==> src/tlca_pkg.sv <==
package tlca_pkg;

    localparam int MAX_NODES_DEF = 1024;
    localparam int MAX_EDGES_DEF = 2048;
    localparam int LEVELS_DEF    = 10;
    localparam int NODE_W        = 10;
    localparam logic [NODE_W-1:0] ROOT_RESET = 10'd1;

    typedef enum logic [1:0] {
        OP_ADD   = 2'd0,
        OP_BUILD = 2'd1,
        OP_QUERY = 2'd2,
        OP_NONE  = 2'd3
    } opcode_t;

    typedef enum logic [4:0] {
        CMD_NOP,
        CMD_LOAD,
        CMD_CLR_ALL,
        CMD_CLR_REACH,
        CMD_ARC_RD,
        CMD_ARC_WR,
        CMD_BINIT,
        CMD_ZLEV,
        CMD_ROOT,
        CMD_QRD,
        CMD_TLOAD,
        CMD_LINK,
        CMD_ERD,
        CMD_JCHK,
        CMD_JSET,
        CMD_PRD,
        CMD_PWR,
        CMD_QRD1,
        CMD_QRD2,
        CMD_QLAT,
        CMD_LRD,
        CMD_LDRD,
        CMD_LCHK,
        CMD_JRD,
        CMD_JCMP,
        CMD_RRD,
        CMD_EMIT_FAIL,
        CMD_EMIT_MET,
        CMD_EMIT_ANC
    } cmd_t;

    typedef enum logic [5:0] {
        ST_CLRALL,
        ST_IDLE,
        ST_ADD,
        ST_ARC_RD,
        ST_ARC_WR,
        ST_ARC_RD2,
        ST_ARC_WR2,
        ST_BCLR,
        ST_BINIT,
        ST_ZLEV0,
        ST_ROOT,
        ST_ZLEVR,
        ST_QPOP,
        ST_TLOAD,
        ST_LINK,
        ST_EDGE,
        ST_JCHK,
        ST_JTEST,
        ST_PRD,
        ST_PWR,
        ST_QCHK0,
        ST_QRD1,
        ST_QRD2,
        ST_QLAT,
        ST_QOK,
        ST_LRD,
        ST_LDRD,
        ST_LCHK,
        ST_MET,
        ST_JRD,
        ST_JCMP,
        ST_RRD,
        ST_EMIT
    } state_t;

    typedef struct packed {
        logic clr_last;
        logic edge_ok;
        logic k_last;
        logic k_zero;
        logic root_ok;
        logic q_empty;
        logic link_zero;
        logic j_ok;
        logic q_range_ok;
        logic pair_ok;
        logic met;
        logic out_busy;
    } status_t;

endpackage

==> src/tlca_ctrl.sv <==
module tlca_ctrl (
    input  logic              clk,
    input  logic              rst_n,
    input  logic              in_valid,
    input  logic [1:0]        in_opcode,
    input  tlca_pkg::status_t status,
    output logic              in_ready,
    output tlca_pkg::cmd_t    cmd
);

    tlca_pkg::state_t state_reg, state_next;

    always_ff @(posedge clk or negedge rst_n)
    begin
        if (!rst_n)
            state_reg <= tlca_pkg::ST_CLRALL;
        else
            state_reg <= state_next;
    end

    always_comb
    begin
        state_next = state_reg;
        cmd        = tlca_pkg::CMD_NOP;
        in_ready   = 1'b0;
        case (state_reg)
            tlca_pkg::ST_CLRALL:
            begin
                cmd = tlca_pkg::CMD_CLR_ALL;
                if (status.clr_last)
                    state_next = tlca_pkg::ST_IDLE;
            end
            tlca_pkg::ST_IDLE:
            begin
                in_ready = 1'b1;
                if (in_valid)
                begin
                    cmd = tlca_pkg::CMD_LOAD;
                    case (tlca_pkg::opcode_t'(in_opcode))
                        tlca_pkg::OP_ADD:   state_next = tlca_pkg::ST_ADD;
                        tlca_pkg::OP_BUILD: state_next = tlca_pkg::ST_BCLR;
                        tlca_pkg::OP_QUERY: state_next = tlca_pkg::ST_QCHK0;
                        default:            state_next = tlca_pkg::ST_IDLE;
                    endcase
                end
            end
            tlca_pkg::ST_ADD:
                state_next = status.edge_ok ? tlca_pkg::ST_ARC_RD : tlca_pkg::ST_IDLE;
            tlca_pkg::ST_ARC_RD:
            begin
                cmd        = tlca_pkg::CMD_ARC_RD;
                state_next = tlca_pkg::ST_ARC_WR;
            end
            tlca_pkg::ST_ARC_WR:
            begin
                cmd        = tlca_pkg::CMD_ARC_WR;
                state_next = tlca_pkg::ST_ARC_RD2;
            end
            tlca_pkg::ST_ARC_RD2:
            begin
                cmd        = tlca_pkg::CMD_ARC_RD;
                state_next = tlca_pkg::ST_ARC_WR2;
            end
            tlca_pkg::ST_ARC_WR2:
            begin
                cmd        = tlca_pkg::CMD_ARC_WR;
                state_next = tlca_pkg::ST_IDLE;
            end
            tlca_pkg::ST_BCLR:
            begin
                cmd = tlca_pkg::CMD_CLR_REACH;
                if (status.clr_last)
                    state_next = tlca_pkg::ST_BINIT;
            end
            tlca_pkg::ST_BINIT:
            begin
                cmd        = tlca_pkg::CMD_BINIT;
                state_next = tlca_pkg::ST_ZLEV0;
            end
            tlca_pkg::ST_ZLEV0:
            begin
                cmd = tlca_pkg::CMD_ZLEV;
                if (status.k_last)
                    state_next = status.root_ok ? tlca_pkg::ST_ROOT : tlca_pkg::ST_IDLE;
            end
            tlca_pkg::ST_ROOT:
            begin
                cmd        = tlca_pkg::CMD_ROOT;
                state_next = tlca_pkg::ST_ZLEVR;
            end
            tlca_pkg::ST_ZLEVR:
            begin
                cmd = tlca_pkg::CMD_ZLEV;
                if (status.k_last)
                    state_next = tlca_pkg::ST_QPOP;
            end
            tlca_pkg::ST_QPOP:
            begin
                if (status.q_empty)
                    state_next = tlca_pkg::ST_IDLE;
                else
                begin
                    cmd        = tlca_pkg::CMD_QRD;
                    state_next = tlca_pkg::ST_TLOAD;
                end
            end
            tlca_pkg::ST_TLOAD:
            begin
                cmd        = tlca_pkg::CMD_TLOAD;
                state_next = tlca_pkg::ST_LINK;
            end
            tlca_pkg::ST_LINK:
            begin
                cmd        = tlca_pkg::CMD_LINK;
                state_next = tlca_pkg::ST_EDGE;
            end
            tlca_pkg::ST_EDGE:
            begin
                if (status.link_zero)
                    state_next = tlca_pkg::ST_QPOP;
                else
                begin
                    cmd        = tlca_pkg::CMD_ERD;
                    state_next = tlca_pkg::ST_JCHK;
                end
            end
            tlca_pkg::ST_JCHK:
            begin
                cmd        = tlca_pkg::CMD_JCHK;
                state_next = tlca_pkg::ST_JTEST;
            end
            tlca_pkg::ST_JTEST:
            begin
                if (status.j_ok)
                begin
                    cmd        = tlca_pkg::CMD_JSET;
                    state_next = tlca_pkg::ST_PRD;
                end
                else
                    state_next = tlca_pkg::ST_EDGE;
            end
            tlca_pkg::ST_PRD:
            begin
                cmd        = tlca_pkg::CMD_PRD;
                state_next = tlca_pkg::ST_PWR;
            end
            tlca_pkg::ST_PWR:
            begin
                cmd        = tlca_pkg::CMD_PWR;
                state_next = status.k_last ? tlca_pkg::ST_EDGE : tlca_pkg::ST_PRD;
            end
            tlca_pkg::ST_QCHK0:
            begin
                if (status.q_range_ok)
                    state_next = tlca_pkg::ST_QRD1;
                else if (!status.out_busy)
                begin
                    cmd        = tlca_pkg::CMD_EMIT_FAIL;
                    state_next = tlca_pkg::ST_IDLE;
                end
            end
            tlca_pkg::ST_QRD1:
            begin
                cmd        = tlca_pkg::CMD_QRD1;
                state_next = tlca_pkg::ST_QRD2;
            end
            tlca_pkg::ST_QRD2:
            begin
                cmd        = tlca_pkg::CMD_QRD2;
                state_next = tlca_pkg::ST_QLAT;
            end
            tlca_pkg::ST_QLAT:
            begin
                cmd        = tlca_pkg::CMD_QLAT;
                state_next = tlca_pkg::ST_QOK;
            end
            tlca_pkg::ST_QOK:
            begin
                if (status.pair_ok)
                    state_next = tlca_pkg::ST_LRD;
                else if (!status.out_busy)
                begin
                    cmd        = tlca_pkg::CMD_EMIT_FAIL;
                    state_next = tlca_pkg::ST_IDLE;
                end
            end
            tlca_pkg::ST_LRD:
            begin
                cmd        = tlca_pkg::CMD_LRD;
                state_next = tlca_pkg::ST_LDRD;
            end
            tlca_pkg::ST_LDRD:
            begin
                cmd        = tlca_pkg::CMD_LDRD;
                state_next = tlca_pkg::ST_LCHK;
            end
            tlca_pkg::ST_LCHK:
            begin
                cmd        = tlca_pkg::CMD_LCHK;
                state_next = status.k_zero ? tlca_pkg::ST_MET : tlca_pkg::ST_LRD;
            end
            tlca_pkg::ST_MET:
            begin
                if (!status.met)
                    state_next = tlca_pkg::ST_JRD;
                else if (!status.out_busy)
                begin
                    cmd        = tlca_pkg::CMD_EMIT_MET;
                    state_next = tlca_pkg::ST_IDLE;
                end
            end
            tlca_pkg::ST_JRD:
            begin
                cmd        = tlca_pkg::CMD_JRD;
                state_next = tlca_pkg::ST_JCMP;
            end
            tlca_pkg::ST_JCMP:
            begin
                cmd        = tlca_pkg::CMD_JCMP;
                state_next = status.k_zero ? tlca_pkg::ST_RRD : tlca_pkg::ST_JRD;
            end
            tlca_pkg::ST_RRD:
            begin
                // the read is reissued each cycle while the output waits
                if (status.out_busy)
                    cmd = tlca_pkg::CMD_RRD;
                else
                begin
                    cmd        = tlca_pkg::CMD_RRD;
                    state_next = tlca_pkg::ST_EMIT;
                end
            end
            tlca_pkg::ST_EMIT:
            begin
                if (!status.out_busy)
                begin
                    cmd        = tlca_pkg::CMD_EMIT_ANC;
                    state_next = tlca_pkg::ST_IDLE;
                end
                else
                begin
                    cmd        = tlca_pkg::CMD_RRD;
                end
            end
            default:
                state_next = tlca_pkg::ST_IDLE;
        endcase
    end

endmodule

==> config.mk <==
export PLATFORM = sky130hd
export DESIGN_NAME = tlca_ctrl
export DESIGN_NICKNAME = d
export VERILOG_FILES = /design/src/tlca_pkg.sv /design/src/tlca_ctrl.sv
export SDC_FILE = /design/constraint.sdc
export NUM_CORES = 1
export LEC_CHECK = 0
export BUFFER_PORTS_ARGS = -buffer_cell sky130_fd_sc_hd__buf_4
export CAP_MARGIN = 25
export CORE_MARGIN = 1
export CORE_UTILIZATION = 55
export CTS_BUF_LIST = sky130_fd_sc_hd__clkbuf_4
export CTS_CLUSTER_SIZE = 16
export DETAILED_ROUTE_END_ITERATION = 10
export MAX_ROUTING_LAYER = met4
export PLACE_DENSITY_LB_ADDON = 0.05
export SLEW_MARGIN = 20
export SYNTH_ARGS = -nofsm -noshare
export SYNTH_HDL_FRONTEND = slang
export SYNTH_SLANG_ARGS = --single-unit
==> constraint.sdc <==
create_clock -name clk -period 4.8 [get_ports clk]
set_clock_uncertainty 0.1 [all_clocks]
set_input_delay 1.2 -clock clk [delete_from_list [all_inputs] [get_ports clk]]
set_output_delay 1.2 -clock clk [all_outputs]
set_load 0.01 [all_outputs]
==> summary.txt, run 1 <==
Clocking
  • CTS resizes: 0
  • CTS Root Buffer Type: sky130_fd_sc_hd__clkbuf_4
  • Clock Latency Late Sink: roughly 250 ps
  • CTS tree: built
  • Setup bufs post-CTS: 0
  • Clock-pin slew reported for the worst setup and hold paths after clock tree synthesis: 50 ps
  • Number of buffers created by CTS: 3
  • Number of hold buffers added after CTS: 0
  • H-tree Lvls: 1
  • TritonCTS Sinks: 6
  • Clock buffer depth: 2

Critical path
  • CP Class: reg2out
  • Critical path's top delay family: flip-flops
  • Category of the worst setup path capture point: primary output
  • Highest net fanout along the worst path: 29
  • Arrival time of data at the critical path endpoint: about 2600 ps
  • Cell Chain, Critical Path: nor2b_1 -> nand2_1 -> o32ai_1 -> a32oi_1 -> o21ai_0 -> buf_4
  • Delay contributed by the slowest stage of the critical path: 970 ps
  • Reg-to-reg setup timing slack: 1860 ps
  • Number of buffers and inverters on the critical path: 1
  • Critical path data required time: ~3500 ps
  • Slowest cell on the critical path: sky130_fd_sc_hd__dfrtp_1
  • CP Launch Type: flop

Timing
  • Slew of the pin with the lowest slew margin: just under 1000 ps
  • Hold violation total from the final report: 0
  • Time the worst path needs with I/O delays and setup: roughly 3900 ps
  • Number of setup violations in the final report: 0
  • Final Max Slew Viols: 0
  • Unrepaired setup endpoints after global routing: no
  • Max_slew headroom: 0.353
  • Post-route worst hold slack: 648 ps
  • Tcrit/Tclk final: 0.820
  • Setup TNS: 0 ps
  • Max frequency: roughly 0.25 GHz

Die
  • Boundary Pins: 23
  • Initial Util: 0.581
  • Die Wd: ~53 um
  • Core area: 2480 um^2
  • Area of the die: ~2800 um^2
  • Num rows: 18
  • Vertical die dimension: roughly 53 um

Power and ir drop
  • Ratio of total power to cell area: 652 nW/um^2
  • Power share of the sequential group: 0.161
  • Internal: about 0.00047 W
  • Net switching power of the design: about 0.00058 W
  • Net switching share of the total power: 0.554
  • Design Power: about 0.0010 W
  • Clock network fraction of total power: 0.046
  • Part of the power in combinational logic: 0.792
  • Maximum vdd ir drop: 464 uV
  • Standby leakage power: between 0.6 and 0.7 nW

Routing
  • Routed met2 length: 2.13 mm
  • Detailed-route wire length on metal 1: 1.99 mm
  • Detailed Route Iter0 Violations: approximately 120
  • Detailed Routing Iterations Pass 1: 5
  • Total via count after detailed routing: between 1.5k and 2k
  • Routed len/inst: around 20 um
  • Drt drc: 0
  • Drt total wl: 4.79 mm
  • DR WL met3: 553 um
  • Drt via density: a little over 7
  • Top layer reached by signal wires: met4
  • Remaining antenna violation count: 0

Cells and area
  • Number of filler cells placed in the layout: 230
  • Flip-flop count of the largest register after layout: 6
  • Area grow syn2layout: 11.5%
  • Diodes inserted: 0
  • Final core occ: 0.647
  • Share of layout cells above drive strength 1: 0.184
  • Total Nets Final: roughly 240

Hold path
  • Worst min-delay path category: in2async

Yosys
  • Synthesized instance count: approximately 200
  • Sequential area share after synthesis: 0.104
  • Number of enable flip-flop cells after synthesis: 0
  • Synthesis warning total: 0
  • Synth Flop Type: sky130_fd_sc_hd__dfrtp_1
  • Area of the mapped netlist: ~1400 um^2
  • Fraction of synthesized cell area taken by the top area cell type: 0.104
  • Async S/R FF share, synth: 1.00
  • Synth cell types: 63
  • Area contributors post-synth: sky130_fd_sc_hd__dfrtp_1 10%, sky130_fd_sc_hd__a21oi_1 4.5%, sky130_fd_sc_hd__buf_2 4.2%, sky130_fd_sc_hd__nor2_1 3.9%, sky130_fd_sc_hd__nor2b_1 3.9%
  • Most frequent cells after synthesis: 15 x sky130_fd_sc_hd__nor2_1, 13 x sky130_fd_sc_hd__a21oi_1, 13 x sky130_fd_sc_hd__nand2_1
  • Synth Register Bits: 6
  • Syn_nets: ~220
  • Leading cell type by number of instances after synthesis: sky130_fd_sc_hd__nor2_1
  • Yosys top cell by area: sky130_fd_sc_hd__dfrtp_1
  • Mapped Avg Cell Area: 7.12 um^2

Place
  • Routability-driven placement congestion ratio: between 1 and 1.5
  • Sum of net half-perimeters after detailed placement: 3.41 mm
  • Count of port buffers added during placement: 22

GRT
  • Global-route total usage across every layer: 0.389
  • Via count of the first global-routing pass: ~1.6k
  • Number of antenna violations at the first check in global routing: 0
  • Leftover overflow at the end of global routing: 0
  • Global-route wire length before repair: about 7.8 mm
  • Largest net degree at the start of global routing: 30

Outcome
  • Run status: finished, final reports clean

Job
  • Number of max-cap violations: 0
-- worst register-to-register path, cell delays in order, from the launching register on --
cell,delay (ps)
sky130_fd_sc_hd__dfrtp_1,970
sky130_fd_sc_hd__or3b_1,490
sky130_fd_sc_hd__a2111oi_0,780
sky130_fd_sc_hd__a31o_1,210
sky130_fd_sc_hd__a2111oi_0,90
sky130_fd_sc_hd__a31oi_1,210
-- cell usage in the layout, fill, tap and decap left out, types with 3 or more instances in the layout --
cell type,n
sky130_fd_sc_hd__a31oi_1,4
sky130_fd_sc_hd__nor2_1,15
sky130_fd_sc_hd__nand2_1,13
sky130_fd_sc_hd__dfrtp_1,6
sky130_fd_sc_hd__o211ai_1,3
sky130_fd_sc_hd__o31ai_1,3
sky130_fd_sc_hd__buf_4,28
sky130_fd_sc_hd__a21oi_1,13
sky130_fd_sc_hd__nor2b_1,9
sky130_fd_sc_hd__nand4_1,3
sky130_fd_sc_hd__nor3_1,5
sky130_fd_sc_hd__nor4bb_1,3
sky130_fd_sc_hd__a2111oi_0,4
sky130_fd_sc_hd__nand3_1,5
sky130_fd_sc_hd__nand2b_1,6
sky130_fd_sc_hd__nand4b_1,3
sky130_fd_sc_hd__o21ai_0,10
sky130_fd_sc_hd__o22ai_1,4
sky130_fd_sc_hd__clkbuf_4,3
sky130_fd_sc_hd__or3_1,5
sky130_fd_sc_hd__o32ai_1,4
sky130_fd_sc_hd__inv_1,5
sky130_fd_sc_hd__ha_1,4
sky130_fd_sc_hd__a211oi_1,6
-- power by group through the flow --
stage	registers (W)	clock network, W	logic, W
2_1_floorplan	0.0000832	0	0.000666
5_1_grt	0.000175	0.0000525	0.000897
3_3_place_gp	0.000161	0	0.000789
6_report	0.000169	0.0000485	0.000828
4_1_cts	0.000163	0.0000477	0.000809
3_5_place_dp	0.000164	0	0.000803
-- logic make-up (layout without fill, tap and decap cells) --
family | Yosys count | count (layout) | synth area share
buffers and inverters | 28 | 38 | 0.0913
AOI/OAI and AO/OA | 71 | 71 | 0.355
and+or+nand+nor | 87 | 87 | 0.373
adders and majority gates | 5 | 5 | 0.0417
DFF | 6 | 6 | 0.104
muxes | 3 | 3 | 0.0226
xor gates and xnor gates | 2 | 2 | 0.0122
-- layer usage --
metal	GRT usage	up-vias
met5	-	-
met4	0.110	0
met3	0.0374	16
met2	0.584	125
met1	0.547	784
li1	-	815
-- area by class of cell --
cell class,count,area [um^2],area share
Multi-Input combinational cell,168,1160,0.722
Timing Repair Buffer,28,210,0.131
Sequential cell,6,150,0.0936
Tap cell,30,37.5,0.0234
Inverter,7,26.3,0.0164
Clock buffer,3,22.5,0.0140
-- metrics by stage --
stage | area [um^2] | std cells | setup slack, ps
3_3_place_gp | 1580 | 239 | 1300
6_report | 1600 | 242 | 866
5_1_grt | 1600 | 242 | 797
4_1_cts | 1600 | 242 | 1010
3_5_place_dp | 1580 | 239 | 1260
2_1_floorplan | 1440 | 202 | 1620
-- worst paths after layout --
kind	start	end	cells past startpoint
setup / recovery	state_reg[4]	cmd[1]	6
hold / removal	rst_n	state_reg[4]	1
setup reg to reg	state_reg[4]	state_reg[0]	5
hold reg to reg	state_reg[1]	state_reg[1]	2
max in group asynchronous	rst_n	state_reg[5]	1
min in group clk	state_reg[1]	state_reg[1]	2
(Power assumes the default switching activity.)
==> inputs of run 2 (changes only) <==
- ABC_AREA: not set -> 1
- clock period: 4.8 -> 3.83 ns (I/O delays scaled with it)
==> summary.txt, run 2 <==
Outcome
  • Run status: finished, final reports clean

Clocking
  • Clock buffer depth: 2 (unchanged)
  • Number of buffers created by CTS: 3 (unchanged)
  • CTS Root Buffer Type: sky130_fd_sc_hd__clkbuf_4
  • Setup bufs post-CTS: 0 (unchanged)
  • Clock Latency Late Sink: 250 ps (about the same)
  • CTS resizes: 0 (unchanged)
  • Clock-pin slew reported for the worst setup and hold paths after clock tree synthesis: 50 ps (about the same)
  • TritonCTS Sinks: 6 (unchanged)
  • CTS tree: built
  • Number of hold buffers added after CTS: 0 (unchanged)
  • H-tree Lvls: 1 (unchanged)

Die
  • Area of the die: 2680 um^2 (-5.0%)
  • Boundary Pins: 23 (unchanged)
  • Vertical die dimension: 51.8 um (-2.5%)
  • Die Wd: 51.8 um (-2.5%)
  • Initial Util: 0.599 (+0.0184)
  • Core area: 2280 um^2 (-8.1%)
  • Num rows: 17 (-1)

Place
  • Placed Cells incl. Taps: 309 (+29%)
  • Sum of net half-perimeters after detailed placement: 3.92 mm (+15%)
  • Count of port buffers added during placement: 22 (unchanged)
  • Routability-driven placement congestion ratio: 1.20 (+11%)
  • Placement Cell Area: 1540 um^2 (-2.8%)

Timing
  • Number of setup violations in the final report: 0 (unchanged)
  • Max frequency: between 0.2 and 0.3 GHz
  • Max_slew headroom: 0.563 (+0.210)
  • Hold violation total from the final report: 0 (unchanged)
  • Unrepaired setup endpoints after global routing: no
  • Setup TNS: 0 ps (unchanged)
  • Slew of the pin with the lowest slew margin: 655 ps (-315 ps)
  • Final Max Slew Viols: 0 (unchanged)
  • Tcrit/Tclk final: 0.884
  • Time the worst path needs with I/O delays and setup: around 3400 ps

Routing
  • Drt total wl: 4.89 mm (+2.0%)
  • Drt drc: 0 (unchanged)
  • Detailed Routing Iterations Pass 1: 6 (+1)
  • Total via count after detailed routing: 2,001 (+15%)
  • Routed len/inst: 15.7 um (-21%)
  • Detailed Route Iter0 Violations: 289 (+140%)
  • Remaining antenna violation count: 0 (unchanged)
  • Drt via density: 6.41 (-11%)

Yosys
  • Number of enable flip-flop cells after synthesis: 0 (unchanged)
  • Async S/R FF share, synth: 1.00 (unchanged)
  • Synth Flop Type: sky130_fd_sc_hd__dfrtp_1
  • Fraction of synthesized cell area taken by the top area cell type: 0.187 (+0.0828)
  • Area of the mapped netlist: 1360 um^2 (-5.2%)
  • Synth Register Bits: 6 (unchanged)
  • Synthesized instance count: 264 (+31%)
  • Yosys top cell by area: sky130_fd_sc_hd__nand2_1
  • Leading cell type by number of instances after synthesis: sky130_fd_sc_hd__nand2_1
  • Mapped Avg Cell Area: 5.17 um^2 (-27%)
  • Synth cell types: 28 (-56%)
  • Most frequent cells after synthesis: 68 x sky130_fd_sc_hd__nand2_1, 53 x sky130_fd_sc_hd__nor2_1, 44 x sky130_fd_sc_hd__nand3_1
  • Sequential area share after synthesis: 0.110 (+0.00574)
  • Syn_nets: 285 (+28%)
  • Synthesis warning total: 0 (unchanged)
  • Area contributors post-synth: sky130_fd_sc_hd__nand2_1 19%, sky130_fd_sc_hd__nand3_1 16%, sky130_fd_sc_hd__nor2_1 15%, sky130_fd_sc_hd__dfrtp_1 11%, sky130_fd_sc_hd__inv_1 6.9%

Cells and area
  • Number of filler cells placed in the layout: 202 (-12%)
  • Share of layout cells above drive strength 1: 0.151 (-0.0326)
  • Flip-flop count of the largest register after layout: 6 (unchanged)
  • Diodes inserted: 0 (unchanged)
  • Total Nets Final: 307 (+31%)
  • Post-Layout Cell Count: 312 (+29%)
  • Most common cell after layout, fill and taps aside: sky130_fd_sc_hd__nand2_1
  • Post-route design area: 1560 um^2 (-2.8%)
  • Multi-input gate area: 1050 um^2 (-9.5%)
  • Area grow syn2layout: 14.3%
  • Final core occ: 0.685 (+0.0375)
  • Leading cell types in the layout, fill and taps excluded: 68 x sky130_fd_sc_hd__nand2_1, 53 x sky130_fd_sc_hd__nor2_1, 44 x sky130_fd_sc_hd__nand3_1, 25 x sky130_fd_sc_hd__inv_1, 25 x sky130_fd_sc_hd__buf_4
  • FF/Latch Area: 150 um^2 (unchanged)

Critical path
  • Critical path data required time: 2770 ps (-730 ps)
  • Delay contributed by the slowest stage of the critical path: 500 ps (-470 ps)
  • Worst setup path start: state_reg[4]
  • CP Launch Type: flop
  • Most numerous cell on the critical path: sky130_fd_sc_hd__nor3_1
  • Arrival time of data at the critical path endpoint: 2330 ps (-300 ps)
  • Category of the worst setup path capture point: primary output
  • Origin of the critical flop-to-flop path: state_reg[4]
  • CP Class: reg2out
  • Slowest cell on the critical path: sky130_fd_sc_hd__nor2_2
  • Cell Chain, Critical Path: inv_2 -> nor2_2 -> nand3_1 -> nor3_1 -> nor3_1 -> nand4_1 -> buf_4
  • Highest net fanout along the worst path: 18 (-38%)

Power and ir drop
  • Standby leakage power: 0.941 nW (+49%)
  • Maximum vdd ir drop: 428 uV (-7.7%)
  • Ratio of total power to cell area: 613 nW/um^2 (-6.0%)
  • Design Power: 0.000956 W (-8.6%)

GRT
  • Global-route wire length before repair: 7.96 mm (+2.0%)
  • GR Util met2: 0.602 (+0.0173)
  • Top Usage Layer GRT: met2
  • Global routing usage on met1: 0.552 (+0.00536)
  • Number of antenna violations at the first check in global routing: 0 (unchanged)
  • M3 GR Usage: 0.132 (+0.0942)
  • Via count of the first global-routing pass: 1,694 (+6.3%)
  • Largest net degree at the start of global routing: 22 (-27%)
  • Global-route total usage across every layer: 0.415 (+0.0263)
  • Leftover overflow at the end of global routing: 0 (unchanged)

Hold path
  • Worst min-delay path category: in2async

Job
  • Number of max-cap violations: 0 (unchanged)
[run 2: changes by cell type after synthesis, sizes merged, moves of 6 or more]
cell    change
nand2      +55
nor2b      -10
inv        +24
nand3      +40
a211oi      -6
nand2b      -6
a21oi      -11
buf         -9
nor2       +45
[run 2: cells by family after synthesis]
kind of cell / count (synthesis) / synth area share
compound gates: 21 / 0.100
fa+ha+maj: 4 / 0.0367
buf+inv: 39 / 0.122
flops: 6 / 0.110
simple gates: 194 / 0.631
[run 2: per-stage QoR]
stage	worst slack [ps]	hold WS, ps
after global routing	267	408
after floorplan	1090	475
after global placement	779	557
after CTS	545	402
final	446	402
after detailed placement	799	554
[run 2: power breakdown]
| group | switching (W) | internal [W] |
|---|---|---|
| combinational | 0.000497 | 0.000255 |
| sequential | 0.0000526 | 0.0000875 |
| clock | 0.0000278 | 0.0000358 |
[run 2: path summary, 6_finish.rpt]
path	end	slack (ps)	cells past startpoint
min in group clk	state_reg[2]	560	2
worst min-delay path	state_reg[1]	400	1
worst max-delay path	cmd[3]	450	7
max in group asynchronous	state_reg[5]	3110	1
worst max register to register	state_reg[0]	1610	11
worst min register to register	state_reg[2]	560	2
[run 2: layer usage]
layer	vias up	wire length [um]
met4	0	196
met5	-	0
li1	909	-
met1	859	1800
met3	37	847
met2	196	2040
[run 2: worst max-delay path: cells and delay by family, from the launching register on]
family	cells	cell delay [ps]
and+or+nand+nor	5	1450
buffers and inverters	2	180
DFF	1	430
[run 2: cell type report]
cell class / instances / area share
multi-input cells: 219 / 0.672
flip-flops and latches: 6 / 0.0963
clock buffers: 3 / 0.0144
inverters: 31 / 0.0746
well taps: 28 / 0.0225
repair buffers: 25 / 0.120
